[src/rtl/tlb_fifo_lru_replacement_macros.svh]
// Assertion macros for the TLB RTL.
// Depends on nothing; included by the files that carry assertions.
`ifndef TLB_FIFO_LRU_REPLACEMENT_MACROS_SVH
`define TLB_FIFO_LRU_REPLACEMENT_MACROS_SVH

// Property checked on every rising clock edge, switched off while reset is asserted.
`define TFL_ASSERT(lbl, clk, rst_n, prop, msg) \
  lbl: assert property (@(posedge clk) disable iff (!rst_n) (prop)) else $error(msg);

// Property checked on every rising clock edge, reset included.
`define TFL_ASSERT_ALWAYS(lbl, clk, prop, msg) \
  lbl: assert property (@(posedge clk) (prop)) else $error(msg);

`endif

[src/rtl/tfl_pkg.sv]
// Package for the fully associative TLB: field widths, codes and the item type.
// Depends on nothing; used by tfl_cell and tlb_fifo_lru_replacement.
`timescale 1ns / 1ps
`default_nettype none

package tfl_pkg;

  localparam int PAGE_W  = 32;
  localparam int PROC_W  = 16;
  localparam int FRAME_W = 16;
  localparam int COUNT_W = 6;
  localparam int CFG_IDX_W = 2;

  // Configuration register indexes.
  localparam logic [CFG_IDX_W-1:0] CFG_ENTRY_COUNT = 2'd0;
  localparam logic [CFG_IDX_W-1:0] CFG_POLICY      = 2'd1;

  // Item modes.
  localparam logic MODE_LOOKUP = 1'b0;
  localparam logic MODE_INSERT = 1'b1;

  // Replacement policies.
  localparam logic POL_FIFO = 1'b0;
  localparam logic POL_LRU  = 1'b1;

  localparam logic [COUNT_W-1:0] COUNT_RESET = 6'd32;

  // Key and frame of the item being processed, broadcast to every cell.
  typedef struct packed {
    logic [PAGE_W-1:0]  page;
    logic [PROC_W-1:0]  proc;
    logic [FRAME_W-1:0] frame;
  } item_t;

endpackage

`default_nettype wire

[src/rtl/tfl_cell.sv]
// One TLB entry of the cell row: stores the entry, refines the search beat passing through.
// Depends on tfl_pkg; instantiated by tlb_fifo_lru_replacement.
`timescale 1ns / 1ps
`default_nettype none

module tfl_cell #(
  parameter int MAX_ENTRIES = 32,
  parameter int CELL_IDX    = 0
) (
  input  wire logic          clk_i,
  input  wire logic          rst_ni,
  input  wire tfl_pkg::item_t item_i,
  input  wire logic          policy_i,
  input  wire logic [7*((MAX_ENTRIES > 1) ? $clog2(MAX_ENTRIES) : 1)+
                     tfl_pkg::FRAME_W+4-1:0] tok_i,
  output logic      [7*((MAX_ENTRIES > 1) ? $clog2(MAX_ENTRIES) : 1)+
                     tfl_pkg::FRAME_W+4-1:0] tok_o,
  input  wire logic [4*((MAX_ENTRIES > 1) ? $clog2(MAX_ENTRIES) : 1)+4-1:0] cmd_i
);

  localparam int IdxW = (MAX_ENTRIES > 1) ? $clog2(MAX_ENTRIES) : 1;
  localparam int AgeW = IdxW;

  typedef struct packed {
    logic                        vld;
    logic                        hit;
    logic [AgeW-1:0]             m_iage;
    logic [AgeW-1:0]             m_uage;
    logic [tfl_pkg::FRAME_W-1:0] m_frame;
    logic [IdxW-1:0]             m_idx;
    logic                        fr_ok;
    logic [IdxW-1:0]             fr_idx;
    logic                        vc_ok;
    logic [IdxW-1:0]             vc_idx;
    logic [AgeW-1:0]             vc_iage;
    logic [AgeW-1:0]             vc_uage;
  } tok_t;

  typedef struct packed {
    logic            wr_en;
    logic            rec_en;
    logic [IdxW-1:0] wr_idx;
    logic [AgeW-1:0] new_age;
    logic            dec_i_en;
    logic [AgeW-1:0] dec_i_thr;
    logic            dec_u_en;
    logic [AgeW-1:0] dec_u_thr;
  } cmd_t;

  tok_t tok_in, tok_d, tok_q;
  cmd_t cmd;

  logic                          valid_q;
  logic [tfl_pkg::PAGE_W-1:0]    page_q;
  logic [tfl_pkg::PROC_W-1:0]    proc_q;
  logic [tfl_pkg::FRAME_W-1:0]   frame_q;
  logic [AgeW-1:0]               iage_q;
  logic [AgeW-1:0]               uage_q;

  logic            match;
  logic            sel;
  logic [AgeW-1:0] vage;

  assign tok_in = tok_t'(tok_i);
  assign cmd    = cmd_t'(cmd_i);
  assign tok_o  = tok_q;
  assign sel    = (cmd.wr_idx == IdxW'(CELL_IDX));

  // Search step: oldest matching entry, first free slot, rank-zero victim.
  always_comb begin
    tok_d = tok_in;
    match = valid_q && (page_q == item_i.page) && (proc_q == item_i.proc);
    vage  = (policy_i == tfl_pkg::POL_LRU) ? uage_q : iage_q;
    if (match && (!tok_in.hit || (iage_q < tok_in.m_iage))) begin
      tok_d.hit     = 1'b1;
      tok_d.m_iage  = iage_q;
      tok_d.m_uage  = uage_q;
      tok_d.m_frame = frame_q;
      tok_d.m_idx   = IdxW'(CELL_IDX);
    end
    if (!valid_q && !tok_in.fr_ok) begin
      tok_d.fr_ok  = 1'b1;
      tok_d.fr_idx = IdxW'(CELL_IDX);
    end
    if (valid_q && !tok_in.vc_ok && (vage == '0)) begin
      tok_d.vc_ok   = 1'b1;
      tok_d.vc_idx  = IdxW'(CELL_IDX);
      tok_d.vc_iage = iage_q;
      tok_d.vc_uage = uage_q;
    end
  end

  always_ff @(posedge clk_i or negedge rst_ni) begin
    if (!rst_ni) begin
      tok_q   <= '0;
      valid_q <= 1'b0;
    end else begin
      tok_q <= tok_d;
      if (cmd.wr_en && sel) begin
        valid_q <= 1'b1;
      end
    end
  end

  always_ff @(posedge clk_i) begin
    if (cmd.wr_en && sel) begin
      page_q  <= item_i.page;
      proc_q  <= item_i.proc;
      frame_q <= item_i.frame;
      iage_q  <= cmd.new_age;
      uage_q  <= cmd.new_age;
    end else begin
      if (cmd.dec_i_en && valid_q && (iage_q > cmd.dec_i_thr)) begin
        iage_q <= iage_q - AgeW'(1);
      end
      if (cmd.rec_en && sel) begin
        uage_q <= cmd.new_age;
      end else if (cmd.dec_u_en && valid_q && (uage_q > cmd.dec_u_thr)) begin
        uage_q <= uage_q - AgeW'(1);
      end
    end
  end

endmodule

`default_nettype wire

[config.mk]
export PLATFORM = sky130hd
export DESIGN_NAME = tfl_cell
export DESIGN_NICKNAME = d
export VERILOG_FILES = /design/src/rtl/tlb_fifo_lru_replacement_macros.svh /design/src/rtl/tfl_pkg.sv /design/src/rtl/tfl_cell.sv
export SDC_FILE = /design/constraint.sdc
export NUM_CORES = 1
export LEC_CHECK = 0
export BUFFER_PORTS_ARGS = -buffer_cell sky130_fd_sc_hd__buf_2
export CAP_MARGIN = 20
export CORE_MARGIN = 5
export CORE_UTILIZATION = 49
export DETAILED_ROUTE_END_ITERATION = 6
export GPL_TIMING_DRIVEN = 0
export PLACE_DENSITY = 0.8
export SYNTH_ARGS = -nofsm -noshare
export SYNTH_HDL_FRONTEND = slang
export SYNTH_SLANG_ARGS = --single-unit
[constraint.sdc]
create_clock -name clk_i -period 2.7 [get_ports clk_i]
set_input_delay 0.54 -clock clk_i [delete_from_list [all_inputs] [get_ports clk_i]]
set_output_delay 0.54 -clock clk_i [all_outputs]
set_load 0.1 [all_outputs]
==> impl_metrics.sql <==
INSERT INTO impl_metrics (metric_group, metric, value, unit) VALUES
('sta', 'setup_repair_after_global_routing_missed_its_margin', 'false', ''),
('grt', 'gr-max-usage-layer', 'met2', ''),
('final_layout', 'number_of_nets_in_the_layout', '747', ''),
('power_and_ir_drop', 'power.density_cell_area', '734', 'nW/um^2'),
('critical_path', 'ff2ff_setup_slack', '0.15', 'ns'),
('floorplanning', 'floorplan.die_area', '13200', 'sq um'),
('final_layout', 'final_area', '7250', 'sq um'),
('sta', 'setup-tns-final', '0', 'ns'),
('place', 'dp_cells', '706', ''),
('grt', 'grt_first_pass_wirelength', '19700', 'microns'),
('status', 'outcome', 'completed', ''),
('final_layout', 'share_of_cells_above_drive_strength_1', '45.5', '%'),
('cts', 'cts_post_setup_buffers_inserted', '0', ''),
('synth', 'synthTopCellsByArea', 'sky130_fd_sc_hd__edfxtp_1, sky130_fd_sc_hd__dfrtp_1, sky130_fd_sc_hd__mux2_2, sky130_fd_sc_hd__xnor2_1, sky130_fd_sc_hd__ha_1', ''),
('floorplanning', 'initial_utilization', '50.0', '%'),
('critical_path', 'critical_path.endpoint_type', 'register', ''),
('sta', 'timing_max_transition_violations_final', '0', ''),
('critical_path', 'crit_path_frequent_cell', 'sky130_fd_sc_hd__a21o_1', ''),
('critical_path', 'timing.reg2reg.worst_path_depth', '8', ''),
('place', 'detailedPlacementHpwl', '9620', 'microns'),
('synth', 'synth.net_count', '526', ''),
('final_layout', 'area_growth_synth_to_finish', '34.4', '%'),
('sta', 'finalWorstPathRequiredPeriod', '2.55', 'ns'),
('synth', 'yosys_warnings', '0', ''),
('critical_path', 'worst_r2r_endpoint', 'tok_o[41]$_DFF_PN0_', ''),
('synth', 'postSynthAreaPerCell', '14.8', 'sq um'),
('sta', 'layout_worst_path_cycle_share', '94.5', '%'),
('place', 'standard_cell_area_after_detailed_placement', '6620', 'sq um'),
('sta', 'finalClockSkew', '0.00634', 'ns'),
('power_and_ir_drop', 'power.leakage', '3.15', 'nW'),
('floorplanning', 'fp.coreArea', '10800', 'sq um'),
('critical_path', 'critical_path_required', '3.09', 'ns'),
('detailed_routing', 'routed_via_density', '4.96', ''),
('floorplanning', 'die_h', '115', 'microns'),
('final_layout', 'antenna_cells', '0', ''),
('sta', 'whs', '0.0562', 'ns'),
('grt', 'grtUsageTotal', '19.6', '%'),
('floorplanning', 'dieWidth', '115', 'microns'),
('critical_path', 'cpPeakStageDelay', '0.52', 'ns'),
('cts', 'worst_skew_pair.late_latency', '0.51', 'ns'),
('critical_path', 'path_max_fanout', '10', ''),
('place', 'global_placement_routability_congestion', '0.839', ''),
('job', 'drv.max_cap_violation_count', '0', ''),
('detailed_routing', 'dr.first_iter.drc_count', '191', ''),
('power_and_ir_drop', 'ir_drop', '0.000430', 'V'),
('synth', 'mappedNetlistArea', '5400', 'sq um'),
('sta', 'relative_max_transition_margin', '39.9', '%'),
('sta', 'fmax', '0.392', 'GHz'),
('cts', 'cts-root-to-sink-buffers', '2', ''),
('critical_path', 'cp.buffers_inverters', '1', ''),
('cts', 'cts_resized', '0', ''),
('cts', 'holdBufCountCts', '0', ''),
('place', 'port-buffer-count', '200', ''),
('critical_path', 'critical-path-slowest-cell', 'sky130_fd_sc_hd__edfxtp_1', ''),
('worst_hold_path', 'worstHoldPathType', 'input port to asynchronous set/reset pin', ''),
('detailed_routing', 'drc_errors', '0', ''),
('critical_path', 'launching_point_of_the_worst_reg2reg_path', 'iage_q[2]$_DFFE_PP_', ''),
('cts', 'tritoncts_clock_tree', 'done', ''),
('floorplanning', 'design.portCount', '201', ''),
('synth', 'ys_types', '35', ''),
('critical_path', 'crit_start', 'iage_q[2]$_DFFE_PP_', ''),
('grt', 'grt_use_met3', '6.84', '%'),
('detailed_routing', 'antenna_violating_nets_left', '0', ''),
('critical_path', 'endpoint', 'tok_o[41]$_DFF_PN0_', ''),
('detailed_routing', 'detail_route.first_pass.iterations', '4', ''),
('synth', 'yosys_register_bits', '130', ''),
('final_layout', 'layout.cells.non_filler', '738', ''),
('cts', 'clockRootBuffer', 'sky130_fd_sc_hd__clkbuf_8', ''),
('cts', 'number_of_levels_in_the_clock_h_tree', '4', ''),
('critical_path', 'timing.critical_path.from_type', 'register', ''),
('sta', 'setup_viol', '0', '');
-- layer usage --
layer | share of wire, % | vias up
li1 | - | 1737
met1 | 41 | 1755
met2 | 48 | 147
met3 | 8.8 | 20
met4 | 2.1 | 0
met5 | 0 | -
-- state kept, by name (all words and copies together), names as in the netlist --
signal,count
proc_q,16
iage_q,5
frame_q,16
valid_q,1
page_q,32
tok_o,55
uage_q,5
-- cells in the mapped netlist --
| cell | count |
|---|---|
| sky130_fd_sc_hd__nor3b_1 | 1 |
| sky130_fd_sc_hd__o21bai_1 | 2 |
| sky130_fd_sc_hd__a211oi_4 | 1 |
| sky130_fd_sc_hd__nor3_1 | 4 |
| sky130_fd_sc_hd__a222oi_1 | 1 |
| sky130_fd_sc_hd__inv_1 | 22 |
| sky130_fd_sc_hd__o21ai_0 | 9 |
| sky130_fd_sc_hd__o221ai_1 | 1 |
| sky130_fd_sc_hd__o2111ai_1 | 2 |
| sky130_fd_sc_hd__nand2_1 | 14 |
| sky130_fd_sc_hd__nand3_1 | 2 |
| sky130_fd_sc_hd__nand2b_1 | 10 |
| sky130_fd_sc_hd__nor2b_1 | 19 |
| sky130_fd_sc_hd__mux2i_1 | 1 |
| sky130_fd_sc_hd__o211ai_1 | 3 |
| sky130_fd_sc_hd__or4_1 | 1 |
| sky130_fd_sc_hd__a22o_1 | 1 |
| sky130_fd_sc_hd__a21o_1 | 2 |
| sky130_fd_sc_hd__buf_4 | 1 |
| sky130_fd_sc_hd__xnor2_1 | 30 |
| sky130_fd_sc_hd__nor2_1 | 10 |
| sky130_fd_sc_hd__mux2_1 | 1 |
| sky130_fd_sc_hd__o21a_1 | 3 |
| sky130_fd_sc_hd__ha_1 | 16 |
| sky130_fd_sc_hd__nor4_1 | 5 |
| sky130_fd_sc_hd__mux2_2 | 34 |
| sky130_fd_sc_hd__or2b_1 | 1 |
| sky130_fd_sc_hd__xor2_1 | 16 |
| sky130_fd_sc_hd__a21oi_1 | 8 |
| sky130_fd_sc_hd__edfxtp_1 | 74 |
| sky130_fd_sc_hd__a2111oi_0 | 1 |
| sky130_fd_sc_hd__dfrtp_1 | 56 |
| sky130_fd_sc_hd__nand4_1 | 7 |
| sky130_fd_sc_hd__buf_6 | 3 |
| sky130_fd_sc_hd__clkbuf_1 | 2 |
-- cell families (layout without fill, tap and decap cells) --
logic type               after synthesis  after routing  synth area share [%]
AND/OR/NAND/NOR                       74             74                  7.40
AO/OA/AOI/OAI                         34             34                  4.34
flip-flops                           130            130                  67.2
XOR/XNOR                              46             46                  7.47
buffers and inverters                 28            262                  2.44
multiplexers                          36             36                  7.49
adder cells (fa/ha/maj)               16             16                  3.71
-- cells in the final DEF, fill, tap and decap left out, drive strengths merged --
cell	n
a211oi	1
mux2	35
o221ai	1
o21ai	9
or4	1
nor3b	1
edfxtp	74
clkinvlp	2
dfrtp	56
a222oi	1
mux2i	1
nor2b	19
nand2b	10
nand3	2
a22o	1
nor2	10
o2111ai	2
clkbuf	25
nand2	14
a21oi	8
nand4	7
ha	16
bufinv	3
a21o	2
nor3	4
xor2	16
clkinv	5
o21a	3
or2b	1
inv	21
o211ai	3
buf	206
nor4	5
a2111oi	1
o21bai	2
xnor2	30
-- worst min-delay path by stage --
stage | startpoint | cells after the start | to
after floorplan | rst_ni | 0 | tok_o[0]$_DFF_PN0_
after global placement | frame_q[6]$_DFFE_PP_ | 1 | tok_o[33]$_DFF_PN0_
after detailed placement | frame_q[11]$_DFFE_PP_ | 1 | tok_o[38]$_DFF_PN0_
after CTS | rst_ni | 1 | tok_o[10]$_DFF_PN0_
after global routing | rst_ni | 1 | tok_o[10]$_DFF_PN0_
final | rst_ni | 1 | tok_o[10]$_DFF_PN0_
-- metrics by stage --
step,setup slack [ns],power [mW],util [%]
3_3_place_gp,-0.459,2.97,60.9
5_1_grt,0.00197,5.52,67.2
4_1_cts,0.0799,5.38,67.2
6_report,0.148,5.33,67.2
2_1_floorplan,0.133,2.75,-
3_5_place_dp,-0.279,3.00,61.4
-- cell type report --
cell class	count	area, sq um
Sequential cell	130	3620
Fill cell	787	3540
Multi-Input combinational cell	206	1640
Timing Repair Buffer	202	1050
Clock buffer	23	509
Tap cell	140	175
Clock inverter	9	121
Inverter	22	86.3
Buffer	6	48.8
-- power by group --
part	total, mW	internal [mW]	switching, mW
sequential	2.22	2.18	0.0418
clock	2.37	1.58	0.789
combinational	0.733	0.205	0.528
(Power assumes the default switching activity.)
